[config.mk]
export PLATFORM = sky130hd
export DESIGN_NAME = quadrature_counter_with_rate
export DESIGN_NICKNAME = d
export VERILOG_FILES = /design/src/hw/rtl/qcr_pkg.sv /design/src/hw/rtl/qcr_in_stage.sv /design/src/hw/rtl/qcr_core.sv /design/src/hw/rtl/qcr_out_stage.sv /design/src/hw/rtl/quadrature_counter_with_rate.sv
export SDC_FILE = /design/constraint.sdc
export NUM_CORES = 1
export LEC_CHECK = 0
export ABC_AREA = 1
export BUFFER_PORTS_ARGS = -buffer_cell sky130_fd_sc_hd__buf_2
export CAP_MARGIN = 20
export CORE_MARGIN = 2
export CORE_UTILIZATION = 25
export DETAILED_ROUTE_END_ITERATION = 16
export GPL_TIMING_DRIVEN = 0
export HOLD_SLACK_MARGIN = 0.1
export PLACE_DENSITY = 0.5
export SYNTH_ARGS = -nofsm -noshare
export SYNTH_HDL_FRONTEND = slang
export SYNTH_HIERARCHICAL = 1
export SYNTH_SLANG_ARGS = --single-unit
[constraint.sdc]
create_clock -name clk -period 3.05 [get_ports clk]
set_input_delay 0.7625 -clock clk [delete_from_list [all_inputs] [get_ports clk]]
set_output_delay 0.7625 -clock clk [all_outputs]
set_load 0.03 [all_outputs]
[src/hw/rtl/qcr_pkg.sv]
`timescale 1ns / 1ps

package qcr_pkg;

    // Fixed field widths of the ports
    localparam int CMD_WIDTH     = 2;
    localparam int PORT_TIME_W   = 32;
    localparam int PORT_COUNT_W  = 32;
    localparam int TIMEOUT_WIDTH = 32;

    // Default internal widths
    localparam int COUNT_WIDTH_DEF = 32;
    localparam int TIME_WIDTH_DEF  = 32;

    // Stall timeout after reset, in microseconds
    localparam logic [TIMEOUT_WIDTH-1:0] STALL_TIMEOUT_RESET = 32'd100000;

    // Event codes
    localparam logic [CMD_WIDTH-1:0] CMD_EDGE_A = 2'd0;
    localparam logic [CMD_WIDTH-1:0] CMD_EDGE_B = 2'd1;
    localparam logic [CMD_WIDTH-1:0] CMD_TICK   = 2'd2;

    // Event held in the input register
    typedef struct packed {
        logic [CMD_WIDTH-1:0]   command;
        logic                   pin_level;
        logic [PORT_TIME_W-1:0] time_us;
    } qcr_event_t;

    // Pipeline control between the input register and the result register
    typedef struct packed {
        logic s1_valid;
        logic s2_ready;
    } qcr_ctl_t;

endpackage

[src/hw/rtl/qcr_in_stage.sv]
`timescale 1ns / 1ps

module qcr_in_stage
(
    input  logic                clk,
    input  logic                rst_n,
    input  logic                in_valid,
    output logic                in_stall,
    input  qcr_pkg::qcr_event_t in_event,
    input  logic                s2_ready,
    output qcr_pkg::qcr_ctl_t   ctl,
    output qcr_pkg::qcr_event_t s1_event
);
    import qcr_pkg::*;

    logic       s1_valid_reg;
    logic       s1_valid_next;
    qcr_event_t s1_event_reg;
    logic       accept;
    logic       advance;

    // Hold the request while the result register cannot take it
    assign in_stall = s1_valid_reg && !s2_ready;
    assign accept   = in_valid && !in_stall;
    assign advance  = s1_valid_reg && s2_ready;

    // Track occupancy of the input register
    always_comb
    begin
        s1_valid_next = s1_valid_reg;
        if (accept)
        begin
            s1_valid_next = 1'b1;
        end
        else if (advance)
        begin
            s1_valid_next = 1'b0;
        end
    end

    always_ff @(posedge clk or negedge rst_n)
    begin
        if (!rst_n)
        begin
            s1_valid_reg <= 1'b0;
        end
        else
        begin
            s1_valid_reg <= s1_valid_next;
        end
    end

    // Capture the payload on acceptance
    always_ff @(posedge clk)
    begin
        if (accept)
        begin
            s1_event_reg <= in_event;
        end
    end

    assign ctl.s1_valid = s1_valid_reg;
    assign ctl.s2_ready = s2_ready;
    assign s1_event     = s1_event_reg;

endmodule

[src/hw/rtl/qcr_core.sv]
`timescale 1ns / 1ps

module qcr_core
#(
    parameter int COUNT_WIDTH = qcr_pkg::COUNT_WIDTH_DEF,
    parameter int TIME_WIDTH  = qcr_pkg::TIME_WIDTH_DEF
)
(
    input  logic                                clk,
    input  logic                                rst_n,
    input  qcr_pkg::qcr_ctl_t                   ctl,
    input  qcr_pkg::qcr_event_t                 s1_event,
    input  logic [qcr_pkg::TIMEOUT_WIDTH-1:0]   stall_timeout_us,
    output logic [qcr_pkg::PORT_COUNT_W-1:0]    position_out,
    output logic [qcr_pkg::PORT_COUNT_W-1:0]    rate_out
);
    import qcr_pkg::*;

    localparam int CMP_W = (TIME_WIDTH > TIMEOUT_WIDTH) ? TIME_WIDTH : TIMEOUT_WIDTH;

    logic                   level_a_reg;
    logic                   level_a_next;
    logic                   level_b_reg;
    logic                   level_b_next;
    logic [COUNT_WIDTH-1:0] position_reg;
    logic [COUNT_WIDTH-1:0] position_next;
    logic [COUNT_WIDTH-1:0] prev_sample_reg;
    logic [COUNT_WIDTH-1:0] prev_sample_next;
    logic [COUNT_WIDTH-1:0] rate_reg;
    logic [COUNT_WIDTH-1:0] rate_next;
    logic [TIME_WIDTH-1:0]  last_a_time_reg;
    logic [TIME_WIDTH-1:0]  last_a_time_next;
    logic [TIME_WIDTH-1:0]  now;
    logic [TIME_WIDTH-1:0]  elapsed;
    logic                   timed_out;
    logic                   advance;

    assign advance   = ctl.s1_valid && ctl.s2_ready;
    assign now       = TIME_WIDTH'(s1_event.time_us);
    assign elapsed   = now - last_a_time_reg;
    assign timed_out = CMP_W'(elapsed) > CMP_W'(stall_timeout_us);

    // Decode the event and step the counters
    always_comb
    begin
        level_a_next     = level_a_reg;
        level_b_next     = level_b_reg;
        position_next    = position_reg;
        prev_sample_next = prev_sample_reg;
        rate_next        = rate_reg;
        last_a_time_next = last_a_time_reg;
        if (advance)
        begin
            case (s1_event.command)
                CMD_EDGE_A:
                begin
                    last_a_time_next = now;
                    level_a_next     = s1_event.pin_level;
                    if (s1_event.pin_level == level_b_reg)
                    begin
                        position_next = position_reg - COUNT_WIDTH'(1);
                    end
                    else
                    begin
                        position_next = position_reg + COUNT_WIDTH'(1);
                    end
                end
                CMD_EDGE_B:
                begin
                    level_b_next = s1_event.pin_level;
                    if (level_a_reg == s1_event.pin_level)
                    begin
                        position_next = position_reg + COUNT_WIDTH'(1);
                    end
                    else
                    begin
                        position_next = position_reg - COUNT_WIDTH'(1);
                    end
                end
                CMD_TICK:
                begin
                    prev_sample_next = position_reg;
                    if (timed_out)
                    begin
                        rate_next = '0;
                    end
                    else
                    begin
                        rate_next = position_reg - prev_sample_reg;
                    end
                end
                default:
                begin
                    // Unused code: leave the state alone
                end
            endcase
        end
    end

    always_ff @(posedge clk or negedge rst_n)
    begin
        if (!rst_n)
        begin
            level_a_reg     <= 1'b0;
            level_b_reg     <= 1'b0;
            position_reg    <= '0;
            prev_sample_reg <= '0;
            rate_reg        <= '0;
            last_a_time_reg <= '0;
        end
        else
        begin
            level_a_reg     <= level_a_next;
            level_b_reg     <= level_b_next;
            position_reg    <= position_next;
            prev_sample_reg <= prev_sample_next;
            rate_reg        <= rate_next;
            last_a_time_reg <= last_a_time_next;
        end
    end

    // Sign-extend or cut the counts to the port width
    assign position_out = PORT_COUNT_W'($signed(position_next));
    assign rate_out     = PORT_COUNT_W'($signed(rate_next));

endmodule

[src/hw/rtl/qcr_out_stage.sv]
`timescale 1ns / 1ps

module qcr_out_stage
(
    input  logic                                clk,
    input  logic                                rst_n,
    input  qcr_pkg::qcr_ctl_t                   ctl,
    input  logic [qcr_pkg::PORT_COUNT_W-1:0]    position_in,
    input  logic [qcr_pkg::PORT_COUNT_W-1:0]    rate_in,
    input  logic                                out_stall,
    output logic                                out_valid,
    output logic                                s2_ready,
    output logic signed [qcr_pkg::PORT_COUNT_W-1:0] position,
    output logic signed [qcr_pkg::PORT_COUNT_W-1:0] rate
);
    import qcr_pkg::*;

    logic                    out_valid_reg;
    logic                    out_valid_next;
    logic [PORT_COUNT_W-1:0] position_reg;
    logic [PORT_COUNT_W-1:0] rate_reg;
    logic                    load;

    // Take a new result when empty or when the current one leaves
    assign s2_ready = !out_valid_reg || !out_stall;
    assign load     = ctl.s1_valid && ctl.s2_ready;

    always_comb
    begin
        out_valid_next = out_valid_reg;
        if (load)
        begin
            out_valid_next = 1'b1;
        end
        else if (!out_stall)
        begin
            out_valid_next = 1'b0;
        end
    end

    always_ff @(posedge clk or negedge rst_n)
    begin
        if (!rst_n)
        begin
            out_valid_reg <= 1'b0;
        end
        else
        begin
            out_valid_reg <= out_valid_next;
        end
    end

    // Hold the result payload until replaced
    always_ff @(posedge clk)
    begin
        if (load)
        begin
            position_reg <= position_in;
            rate_reg     <= rate_in;
        end
    end

    assign out_valid = out_valid_reg;
    assign position  = $signed(position_reg);
    assign rate      = $signed(rate_reg);

endmodule

[src/hw/rtl/quadrature_counter_with_rate.sv]
`timescale 1ns / 1ps

// Quadrature encoder counter (x4 decoding) with a per-tick rate. Each request
// is a phase A edge, a phase B edge or a sample tick, and each returns one
// result with the position after the event and the current rate. A request
// passes through an input register and then the result register; one request
// is taken every cycle when the output side does not stall.
// The stall timeout register is written through the cfg_valid/cfg_ready port,
// which is always ready, and resets to 100000 us. Write it only while idle.
module quadrature_counter_with_rate
#(
    parameter int COUNT_WIDTH = qcr_pkg::COUNT_WIDTH_DEF,
    parameter int TIME_WIDTH  = qcr_pkg::TIME_WIDTH_DEF
)
(
    input  logic                                    clk,
    input  logic                                    rst_n,
    input  logic                                    cfg_valid,
    output logic                                    cfg_ready,
    input  logic [qcr_pkg::TIMEOUT_WIDTH-1:0]       cfg_data,
    input  logic                                    in_valid,
    output logic                                    in_stall,
    input  logic [qcr_pkg::CMD_WIDTH-1:0]           command,
    input  logic                                    pin_level,
    input  logic [qcr_pkg::PORT_TIME_W-1:0]         time_us,
    output logic                                    out_valid,
    input  logic                                    out_stall,
    output logic signed [qcr_pkg::PORT_COUNT_W-1:0] position,
    output logic signed [qcr_pkg::PORT_COUNT_W-1:0] rate
);
    import qcr_pkg::*;

    logic [TIMEOUT_WIDTH-1:0] timeout_reg;
    qcr_event_t               in_event;
    qcr_event_t               s1_event;
    qcr_ctl_t                 ctl;
    logic                     s2_ready;
    logic [PORT_COUNT_W-1:0]  position_calc;
    logic [PORT_COUNT_W-1:0]  rate_calc;

    // Configuration write: always accepted
    assign cfg_ready = 1'b1;

    always_ff @(posedge clk or negedge rst_n)
    begin
        if (!rst_n)
        begin
            timeout_reg <= STALL_TIMEOUT_RESET;
        end
        else if (cfg_valid)
        begin
            timeout_reg <= cfg_data;
        end
    end

    assign in_event.command   = command;
    assign in_event.pin_level = pin_level;
    assign in_event.time_us   = time_us;

    qcr_in_stage u_in_stage
    (
        .clk      (clk),
        .rst_n    (rst_n),
        .in_valid (in_valid),
        .in_stall (in_stall),
        .in_event (in_event),
        .s2_ready (s2_ready),
        .ctl      (ctl),
        .s1_event (s1_event)
    );

    qcr_core
    #(
        .COUNT_WIDTH (COUNT_WIDTH),
        .TIME_WIDTH  (TIME_WIDTH)
    )
    u_core
    (
        .clk              (clk),
        .rst_n            (rst_n),
        .ctl              (ctl),
        .s1_event         (s1_event),
        .stall_timeout_us (timeout_reg),
        .position_out     (position_calc),
        .rate_out         (rate_calc)
    );

    qcr_out_stage u_out_stage
    (
        .clk         (clk),
        .rst_n       (rst_n),
        .ctl         (ctl),
        .position_in (position_calc),
        .rate_in     (rate_calc),
        .out_stall   (out_stall),
        .out_valid   (out_valid),
        .s2_ready    (s2_ready),
        .position    (position),
        .rate        (rate)
    );

endmodule

==> impl_summary.md, run 1 <==
Yosys
In this run the cell area of the synthesized design comes to 16500 um2. The net count after synthesis is 2327. The async set or reset register ratio after synthesis is 0.624. In this run, distinct cell masters in the synthesized netlist total 55.

The average size of a mapped cell is 7.67 um2. The synthesized design contains 263 register bits. The count of yosys warnings during synthesis is 6. For this run, the leading register cell type out of synthesis is dfrtp_1. Counting every instance in the synthesized netlist gives 2157.

For this run, the register share of the synthesized area comes to 0.428. The number of enable-type register cells in the synthesized netlist is 99.

Drt
The first-pass iteration count of the detailed router is 5. The wire length reported by the detailed router is 53900 um. Using the TritonRoute via totals, the vias-per-cell ratio works out to 4.52. The detail route stage leaves a number of antenna-violating nets equal to 0. The first routing iteration left 793 violations. Detailed routing inserted a total of 14600 vias.

For this run, design rule violations remaining after detail routing come to 0. The routed length per instance is 16.6 um.

STA
Measured against its own limit, the worst slew margin works out to 0.429. Setup violations remaining at the end of the flow were counted as 64. The total count of hold-check failures in the final report is 0.

At the pin with the least slew margin, the transition time is 856 ps. The final max-slew violation count came to 0. Dividing the final minimum period by the clock period gives 1.26. The final clock skew is 14.8 ps.

Based on the critical path, the design can be clocked at up to 0.261 GHz. Across all setup checks in the final design, the least slack found is -784 ps. Setup repair after global routing could not meet its margin everywhere. For the finished layout, the period the worst path requires is 3830 ps.

Pwr
The share of total power dissipated in the clock network is 0.187. Total power for the finished layout comes to 20.3 mW. The internal power of the cells totals 10.7 mW.

The total power density per cell area is 1000 nW/um2. Summed over all nets, the switching power comes to 9.53 mW. The share of total power dissipated in sequential elements is 0.265.

The static leakage is 9.55 nW. VDD sags by at most 0.529 mV. The combinational cell fraction of total power is 0.549.

Of the total power, the share spent switching nets is 0.470.

Critical path
The worst register-to-register path begins at u_in_stage/s1_event[0]$_DFFE_PP_. The endpoint of the worst-slack reg-to-reg timing path is u_out_stage/rate[25]$_DFFE_PP_. The required time at the endpoint of the critical path is 3480 ps. STA classifies the critical path endpoint as a register. The slowest cell on the critical path is edfxtp_1. The setup check on the worst reg-to-reg path leaves a slack of -780 ps. Data arrives at the worst endpoint at 4270 ps. The signal on the critical path passes through inv_2 -> ha_4 -> inv_2 -> fa_2 -> nand2_1 -> nand2_1 -> o21ai_2 -> inv_1 -> nand4_1 -> nand3_2 -> buf_6 -> xor2_2 -> ha_1 -> nand2_2 -> nor2_4 -> nand3b_1 -> nor3b_4 -> nand4_1 -> nand2_4 -> buf_12 -> buf_8 -> nand4_1 -> nand2_1. The worst setup path is launched from a register. The maximum single-stage delay on the critical path is 380 ps. Along the worst path, the maximum fanout reaches 5.

The worst setup path is of the reg2reg kind. The worst setup path startpoint is u_in_stage/s1_event[0]$_DFFE_PP_. The worst register-to-register path has a depth of 23.

Clock network
The number of H-tree levels is 1. The clock-pin transition on the worst setup and hold timing paths is 60 ps. The deepest clock path buffer count is 3. The root buffer cell chosen for the clock tree is clkbuf_16. The number of clock sinks seen by CTS is 263. The later pin in the worst-skew pair is clocked with a latency of 580 ps. The number of clock buffers inserted by TritonCTS is 31. TritonCTS built the clock tree.

Floorplanning
The horizontal die dimension is 261 um. The height of the die is 261 um. The floorplan step defined a core boundary enclosing 65600 um2. The floorplan has 94 rows.

For this design the top-level I/O count stands at 139. The initial utilization of the core area, before any placement, comes to 0.252. The floorplan step defined a die boundary enclosing 68200 um2.

Global routing
The largest net degree at the start of global routing is 111. The wire length of the first global-routing pass is 84300 um. The initial antenna violation count is 0. The total global routing track utilization is 0.158.

The remaining global-route overflow is 0. The via count of the first global-routing pass came to 15000.

Run status
The checks that failed: setup timing. The flow ran to the end, but the final reports show violations.

Cells and area
The number of nets in the final layout is 2520. In the final layout, the share of cells above drive strength 1 is 0.178. Once layout is done, the placed cells without fillers occupy 20200 um2. After filler insertion, the fill cell instance count of the layout stands at 7187. The area growth from synthesis to layout is 22.3%. The repair_antennas step left the layout with diodes totalling 0. The register with the most flip-flops in the layout has 35 of them.

Place
Detailed placement finished with a half-perimeter wire length of 43500 um. The placer's final routability congestion estimate is 0.923. The instance area after placement is 18400 um2.

The number of buffers inserted by port buffering is 136.

Hold path
In this run the most critical hold path is launched from time_us[17]. The min-delay analysis places its worst path in the category in2reg. The cell depth of the worst min-delay path is 1. The terminating pin of the worst hold path is u_in_stage/s1_event[17]$_DFFE_PP_.

Job
The reported max-cap violation count is 0.
==> power groups by stage <==
stage	combinational [mW]	clock (mW)	sequential [mW]
after CTS	10.9	3.93	5.38
after global placement	10.2	0	5.43
after global routing	12.6	4.07	5.49
after detailed placement	10.3	0	5.43
final	11.1	3.79	5.37
after floorplan	6.93	0	5.68
==> cells in the final DEF (no fill, tap or decap), types with 33 or more instances in the layout <==
master,count
buf_2,148
nand2_1,646
edfxtp_1,99
clkbuf_16,33
a21oi_1,105
xor2_1,34
ha_1,70
nand2_2,34
inv_1,263
nor2_1,190
nand3_1,111
nand4_1,33
o21ai_0,90
dfrtp_1,158
==> worst max-delay path by stage <==
stage	depth (start not counted)	endpoint	slack [ps]
CTS	24	u_out_stage/rate[25]$_DFFE_PP_	-900
detailed placement	19	u_out_stage/rate[7]$_DFFE_PP_	-1470
floorplan	24	u_out_stage/rate[4]$_DFFE_PP_	-30
finish	23	u_out_stage/rate[25]$_DFFE_PP_	-780
global route	22	u_out_stage/rate[25]$_DFFE_PP_	-980
global placement	1	timeout_reg[21]$_DFFE_PN0P_	-1500
==> cell families after synthesis <==
| group | share of synthesized area |
|---|---|
| mux | 0.000681 |
| simple gates | 0.283 |
| flops | 0.428 |
| other cells | 0.000227 |
| buf+inv | 0.0843 |
| xor+xnor | 0.0307 |
| fa+ha+maj | 0.0750 |
| compound gates | 0.0978 |
==> layer usage <==
layer / track usage / vias up / wire, um
met5: 0 / - / 0
met4: 0.0451 / 0 / 1780
met3: 0.0192 / 87 / 2100
met2: 0.290 / 322 / 26800
met1: 0.195 / 6876 / 23200
li1: - / 7361 / -
==> worst max-delay path: cells and delay by family, from the launching register on <==
| family | cells | cell delay [ps] |
|---|---|---|
| simple gates | 12 | 1720 |
| flops | 1 | 380 |
| buf+inv | 6 | 610 |
| xor+xnor | 1 | 140 |
| compound gates | 1 | 80 |
| fa+ha+maj | 3 | 780 |
==> final cells by class <==
type	instances	area [um2]	share of cell area
tap	864	1080	0.0534
inverter	279	1060	0.0523
multi-input combinational	1563	8660	0.428
clock buffer	45	891	0.0440
sequential	263	7080	0.350
clock inverter	12	146	0.00724
buffer	52	363	0.0179
timing repair buffer	160	942	0.0466
==> repair_timing <==
item / CTS / global route
pin swaps: 18 / 26
gates cloned: 1 / 0
hold buffers: 1 / 0
hold endpoints to repair: 12 / 0
gates resized for setup: 77 / 65
endpoints found under the setup margin: 64 / 64
buffers inserted: 9 / 11
==> synthesized netlist by cell type (2+ instances only) <==
cell / count / share of area
a21o_1: 6 / 0.0027
nor2_2: 10 / 0.0038
nor3b_2: 2 / 0.0015
xor2_1: 35 / 0.019
o21ai_2: 2 / 0.0011
buf_2: 16 / 0.0048
buf_6: 7 / 0.0048
inv_2: 11 / 0.0025
o22ai_1: 5 / 0.0019
dfrtp_1: 158 / 0.24
o21a_1: 5 / 0.0023
nor3_2: 3 / 0.0018
o21ai_1: 31 / 0.0094
clkbuf_1: 14 / 0.0032
nor2_4: 9 / 0.0061
nand2_2: 23 / 0.0087
nor3b_1: 2 / 0.00091
o21ai_0: 115 / 0.035
clkbuf_8: 3 / 0.0025
buf_1: 4 / 0.00091
fa_1: 2 / 0.0024
a31oi_1: 2 / 0.00076
xnor2_1: 23 / 0.012
nand2_4: 3 / 0.0020
nor2_1: 202 / 0.046
o21bai_1: 7 / 0.0032
nor4_1: 2 / 0.00076
nand4_1: 33 / 0.012
buf_4: 7 / 0.0032
inv_1: 266 / 0.060
nand3_1: 113 / 0.034
nand3b_1: 10 / 0.0045
a21oi_1: 122 / 0.037
nand2_1: 659 / 0.15
dfstp_2: 6 / 0.0095
edfxtp_1: 99 / 0.18
o211ai_1: 4 / 0.0018
nor3_1: 22 / 0.0067
and2_1: 3 / 0.0011
ha_1: 96 / 0.073
==> metrics by stage <==
step	setup TNS, ps	setup WS [ps]	utilization	hold WS, ps	std cells
floorplan	-563	-35.0	-	441	2157
global placement	-354490	-1500	0.279	454	3157
detailed placement	-85900	-1470	0.280	460	3159
CTS	-50140	-904	0.303	317	3227
global route	-55400	-980	0.308	330	3238
finish	-43400	-784	0.308	362	3238
Note: power is estimated with default switching activity, not from simulation.
==> run 2, diff against run 1 <==
--- a/config.mk
+++ b/config.mk
@@ -6,14 +6,14 @@
 export NUM_CORES = 1
 export LEC_CHECK = 0
 export ABC_AREA = 1
-export BUFFER_PORTS_ARGS = -buffer_cell sky130_fd_sc_hd__buf_2
 export CAP_MARGIN = 20
 export CORE_MARGIN = 2
 export CORE_UTILIZATION = 25
 export DETAILED_ROUTE_END_ITERATION = 16
+export DONT_BUFFER_PORTS = 1
 export GPL_TIMING_DRIVEN = 0
 export HOLD_SLACK_MARGIN = 0.1
-export PLACE_DENSITY = 0.5
+export PLACE_DENSITY = 0.49
 export SYNTH_ARGS = -nofsm -noshare
 export SYNTH_HDL_FRONTEND = slang
 export SYNTH_HIERARCHICAL = 1
==> constraint.sdc (replaced) <==
create_clock -name clk -period 3.09 [get_ports clk]
set_input_delay 0.7725 -clock clk [delete_from_list [all_inputs] [get_ports clk]]
set_output_delay 0.7725 -clock clk [all_outputs]
set_load 0.03 [all_outputs]
==> impl_summary.md, run 2 (synthesis results as in run 1) <==
Global routing
The total global routing track utilization is 0.157. The first global-routing pass estimated 82700 um of wire. The via count of the first global-routing pass came to 14400. Entering global routing, the biggest net connects 165 pins.

The initial antenna violation count is 0. The remaining global-route overflow is 0.

Cells and area
The finished layout holds 3099 standard cells, fillers aside. The number of nets in the final layout is 2380. Once layout is complete, the utilization of the core stands at 0.301. The commonest non-fill, non-tap cell in the layout is nand2_1. The area growth from synthesis to layout is 19.3%. After routing the design area is 19700 um2. In the final layout, the share of cells above drive strength 1 is 0.135. The register with the most flip-flops in the layout has 35 of them. The library cells used most frequently in the layout, excluding fill and tap cells, are nand2_1, inv_1, nor2_1, dfrtp_1, a21oi_1.

The layout filler cell count is 7074.

Clock network
For this design, the sink count on the clock tree is 263. The TritonCTS clock tree is yes. The source-to-sink clock delay at the later pin of the worst-skew pair is 580 ps. After clock tree synthesis, the clock-pin slew on the worst setup and hold paths is 70 ps. The root buffer selected by CTS is clkbuf_16. The number of H-tree levels is 1. The number of clock buffers inserted by TritonCTS is 31. No sink is reached through more buffers than the 3 on the longest clock path.

Pwr
Total power for the finished layout comes to 20.1 mW. Dividing total power by cell area gives a power density of 1020 nW/um2. The static leakage is 9.00 nW. The peak ir drop on the vdd network is 0.496 mV.

Critical path
Data on the critical path arrives at its endpoint at 4270 ps. The endpoint of the worst-slack reg-to-reg timing path is u_out_stage/rate[11]$_DFFE_PP_. The element type at the critical path end is a register. The worst setup path is launched from a register. Of all nets on the critical path, the largest fanout is 5. The worst setup path startpoint is u_in_stage/s1_event[19]$_DFFE_PP_. The setup slack of the worst register-to-register path is -750 ps. Measured in cells, the most critical reg-to-reg path has a length of 18.

The critical path start-end classification is reg2reg. The startpoint of the worst register-to-register path is u_in_stage/s1_event[19]$_DFFE_PP_. The required time at the endpoint of the critical path is 3510 ps.

The termination of the worst setup path is u_out_stage/rate[11]$_DFFE_PP_.

STA
The worst hold margin is -114 ps. Setup repair after global routing could not meet its margin everywhere. The total count of hold-check failures in the final report is 158. The final clock skew is 15.4 ps. The worst path in the final design needs a cycle of 3840 ps, including I/O delays and setup. The final max-slew violation count came to 0. The setup TNS is -42660 ps. Setup slack on the critical path of the routed design comes to -754 ps. The top achievable clock speed is 0.260 GHz.

The total setup violations reported at the end of the flow is 64. The part of the cycle the worst path needs is 1.24. The slew of the pin with the lowest slew margin is 868 ps. Measured against its own limit, the worst slew margin works out to 0.421.

Drt
After detailed routing, the number of vias per cell comes to 4.60. In this run the remaining antenna-violating nets after routing total 0. For this block, the via count after detailed routing is 14200.

Dividing the detail-routed wire length by the instance count gives 17.5 um. The wire length reported by the detailed router is 54100 um. The first-pass iteration count of the detailed router is 7. For this block, the initial DRC count from the detailed router was 834. For this run, design rule violations remaining after detail routing come to 0.

Floorplanning
The horizontal die dimension is 261 um. The initial utilization of the core area, before any placement, comes to 0.252. For this design the top-level I/O count stands at 139. In this run the core area contains 94 standard-cell rows. From bottom edge to top edge, the die measures 261 um.

The die covers 68200 um2. The total area inside the core boundary comes to 65600 um2.

Place
The HPWL after detailed placement is 43000 um. Before CTS, the worst setup slack after placement is -1770 ps. The instance area after placement is 17700 um2. The number of buffers inserted by port buffering is 0. The placer's final routability congestion estimate is 0.950. The number of placed instances, taps included, is 3022.

Hold path
The min-delay analysis places its worst path in the category in2async.

Job
Max-cap violations in this run came to 0.

Run status
The checks that failed: hold timing, setup timing. The run finished, with violations left.
[run 2: layout make-up]
cell class	instances	area, um2	area share
Inverter	279	1060	0.0536
Clock buffer	34	787	0.0399
Clock inverter	23	204	0.0103
Antenna cell	1	2.50	0.000127
Multi-Input combinational cell	1563	8910	0.452
Timing Repair Buffer	20	221	0.0112
Buffer	52	380	0.0193
Tap cell	864	1080	0.0548
Sequential cell	263	7080	0.359
[run 2: critical path, stage by stage (launching register included)]
cell and delay [ps]:
edfxtp_1 470, ha_4 300, a21oi_1 190, o21ai_0 210
a21oi_1 230, nand3_2 150, nand2_1 80, inv_1 50
o21ai_0 140, nand2_1 110, ha_1 290, nand2_1 90
nor2_2 150, nor3b_4 300, nand4_1 200, nand2_4 240
nand2_8 140, buf_12 180, o21ai_4 140
[run 2: metal layers]
layer | share of wire | GRT usage
met5 | 0 | 0
met4 | 0.034 | 0.0475
met1 | 0.43 | 0.192
met3 | 0.033 | 0.0199
met2 | 0.50 | 0.284
[run 2: what timing repair did]
item                                    CTS  global route
gates cloned                              1             2
resized for setup                       106            95
setup buffers                             7             9
endpoints found under the setup margin   64            64
hold endpoints to repair                162           158
pin swaps                                11            30
[run 2: worst min path at each step]
stage | end | startpoint | cells after the start | slack (ps)
global placement | timeout_reg[9]$_DFFE_PN1P_ | timeout_reg[9]$_DFFE_PN1P_ | 2 | 450
finish | u_core/rate_reg[14]$_DFF_PN0_ | rst_n | 0 | -110
CTS | u_core/rate_reg[13]$_DFF_PN0_ | rst_n | 0 | -150
floorplan | u_core/rate_reg[21]$_DFF_PN0_ | u_core/rate_reg[21]$_DFF_PN0_ | 2 | 440
global route | u_core/rate_reg[14]$_DFF_PN0_ | rst_n | 0 | -140
detailed placement | timeout_reg[7]$_DFFE_PN1P_ | timeout_reg[7]$_DFFE_PN1P_ | 2 | 460
[run 2: where the power goes]
part | switching, mW | internal [mW] | leakage, nW
Combinational | 7.10 | 3.59 | 5.52
Clock | 1.51 | 2.08 | 0.479
Sequential | 1.16 | 4.69 | 3.00
==> run 3, diff against run 2 <==
--- a/config.mk
+++ b/config.mk
@@ -6,14 +6,14 @@
 export NUM_CORES = 1
 export LEC_CHECK = 0
 export ABC_AREA = 1
+export BUFFER_PORTS_ARGS = -buffer_cell sky130_fd_sc_hd__buf_2
 export CAP_MARGIN = 20
 export CORE_MARGIN = 2
 export CORE_UTILIZATION = 25
 export DETAILED_ROUTE_END_ITERATION = 16
-export DONT_BUFFER_PORTS = 1
 export GPL_TIMING_DRIVEN = 0
 export HOLD_SLACK_MARGIN = 0.1
-export PLACE_DENSITY = 0.49
+export PLACE_DENSITY = 0.5
 export SYNTH_ARGS = -nofsm -noshare
 export SYNTH_HDL_FRONTEND = slang
 export SYNTH_HIERARCHICAL = 1
==> impl_summary.md, run 3 (synthesis results as in run 1) <==
Critical path
The critical path contains buffers and inverters numbering 4 combined. The endpoint of the worst-slack reg-to-reg timing path is u_out_stage/rate[20]$_DFFE_PP_. The slowest stage of the critical path is the edfxtp_1 cell. The critical path start-end classification is reg2reg.

The required time at the endpoint of the critical path is 3520 ps. The dominant cell type by count on the critical path is nand2_2. The element type at the critical path end is a register.

The number of cells on the worst reg-to-reg path is 20. Traced cell by cell, the critical path runs through buf_4 -> fa_2 -> nand2_2 -> nand2_2 -> o21ai_4 -> inv_2 -> nand4_1 -> nand3_2 -> buf_6 -> xor2_4 -> ha_4 -> nand2_2 -> nor2_4 -> nand3b_1 -> nor3b_4 -> nand4_1 -> nand2_4 -> nand2_8 -> clkbuf_16 -> o21ai_2. On the worst path, the slowest cell contributes a delay of 420 ps. The type of element launching the critical path is a register. The worst register-to-register path begins at u_in_stage/s1_event[1]$_DFFE_PP_.

The setup slack of the worst register-to-register path is -640 ps. Grouping stages by cell kind, the critical path spends the most delay in simple AND/OR/NAND/NOR gates. Data arrives at the worst endpoint at 4160 ps.

In this run the worst path has a maximum fanout of 5.

Cells and area
The commonest non-fill, non-tap cell in the layout is nand2_1. Of the cells placed in the final design, the portion with a size suffix greater than 1 is 0.198. In the final layout, the multi-input gates occupy 9070 um2. Across the whole layout, storage elements account for 7080 um2. Measured on the finished design, the core utilization comes to 0.315. The layout filler cell count is 7119.

The number of standard cells in the final layout excluding fillers is 3242. In the layout the commonest cells are nand2_1, inv_1, nor2_1, dfrtp_1, buf_2. With fillers left out, the area of the finished cells amounts to 20700 um2. Relative to the synthesized area, the layout overhead comes to 25.0%. The number of nets in the final layout is 2524. The flip-flop count of the largest register, all copies and words added is 35.

STA
The worst setup margin is -645 ps. The slew of the pin with the lowest slew margin is 866 ps. After layout, the minimum clock period comes to 3730 ps. Hold is met by 191 ps. The final max-slew violation count came to 0. The total setup violations reported at the end of the flow is 64. In this run the tightest slew margin relative to its limit is 0.423. Across the routed clock network, the largest skew measured is 20.2 ps. Setup repair after global routing could not meet its margin everywhere. The setup TNS is -36450 ps. Dividing the final minimum period by the clock period gives 1.21. The top achievable clock speed is 0.268 GHz. The total count of hold-check failures in the final report is 0.

Run status
The checks that failed: setup timing. The flow ran to the end, but the final reports show violations.

Clock network
After clock tree synthesis, the clock-pin slew on the worst setup and hold paths is 60 ps. The TritonCTS clock tree is yes. The source-to-sink clock delay at the later pin of the worst-skew pair is 580 ps.

CTS built an H-tree with a depth of 1. The number of clock buffers inserted by TritonCTS is 30. No sink is reached through more buffers than the 3 on the longest clock path. The cell sitting at the root of the clock tree is a clkbuf_16. The number of buffers inserted for hold repair after clock tree synthesis is 0. The clock net in this run drives a total of 263 sinks.

Floorplanning
The die covers 68200 um2. After floorplanning, the core was sized to cover 65600 um2. Pin placement for this block handled 139 I/O pins.

The cell row count is 94. The starting density of the core is 0.252. The horizontal die dimension is 261 um. The height of the die is 261 um.

Place
The instance area after placement is 18400 um2. In this run, placement finished with an instance count of 3159. Input and output buffers added on the ports amount to 136. The post-place setup slack is -1620 ps. Detailed placement ended at an HPWL of 43100 um. The placer's final routability congestion estimate is 0.951.

Drt
In the final routed layout, each cell accounts on average for 16.6 um. The via count of the routed design is 14600. The number of antenna-violating nets in the routed design is 0. The first-pass iteration count of the detailed router is 5.

The wire length reported by the detailed router is 53700 um. The initial detailed-routing violation count is 773. The DRC violation count after routing is 0. The detailed-route vias per instance is 4.50.

Pwr
Power spread over the standard cell area amounts to 991 nW/um2. The overall power consumption is 20.5 mW. Summed over all cells, the static leakage comes to 9.63 nW. The peak ir drop on the vdd network is 0.497 mV.

Hold path
The path class of the tightest hold or removal check is in2async.

Global routing
The initial antenna violation count came to 0. The via count of the first global-routing pass is 14700. For this run, the total global-route usage over all layers was measured as 0.157. The remaining global-route overflow is 0. The wire length of the first global-routing pass is 83600 um. The largest net degree at the start of global routing is 86.

Job
The reported max-cap violation count is 0.
[run 3: worst max path at each step]
stage                                      to                              start  depth (start not counted)
3_5_place_dp   u_out_stage/rate[13]$_DFFE_PP_   u_in_stage/s1_event[2]$_DFFE_PP_                         19
5_1_grt        u_out_stage/rate[14]$_DFFE_PP_   u_in_stage/s1_event[6]$_DFFE_PP_                         19
3_3_place_gp   u_out_stage/rate[14]$_DFFE_PP_  u_in_stage/s1_event[12]$_DFFE_PP_                         18
6_report       u_out_stage/rate[20]$_DFFE_PP_   u_in_stage/s1_event[1]$_DFFE_PP_                         20
2_1_floorplan  u_out_stage/rate[12]$_DFFE_PP_   u_in_stage/s1_event[0]$_DFFE_PP_                         24
4_1_cts        u_out_stage/rate[13]$_DFFE_PP_   u_in_stage/s1_event[0]$_DFFE_PP_                         23
[run 3: where the power goes]
part / total [mW] / leakage [nW] / internal (mW) / switching [mW]
clock network: 3.61 / 0.479 / 2.10 / 1.50
logic: 11.6 / 6.15 / 3.89 / 7.69
registers: 5.30 / 3.00 / 4.67 / 0.633
total: 20.5 / 9.63 / 10.7 / 9.83
[run 3: what timing repair did]
action	4_1_cts	5_1_grt
buffers inserted	6	18
pin swaps	10	29
gates resized for setup	96	150
hold endpoints to repair	0	0
gates cloned	1	2
endpoints found under the setup margin	64	64
[run 3: layout make-up]
| cell class | instances | area share |
|---|---|---|
| multi-input cells | 1563 | 0.439 |
| diodes | 1 | 0.000121 |
| plain buffers | 52 | 0.0184 |
| flip-flops and latches | 263 | 0.343 |
| clock buffers | 35 | 0.0387 |
| inverters | 279 | 0.0511 |
| clock inverters | 20 | 0.00944 |
| well taps | 864 | 0.0523 |
| repair buffers | 165 | 0.0485 |
[run 3: layer usage]
layer  track usage  vias up  routed length [um]
li1              -     7370                   -
met1         0.197     6874               23200
met2         0.286      288               27100
met3        0.0189       73                2000
met4        0.0380        0                1380
met5             0        -                   0
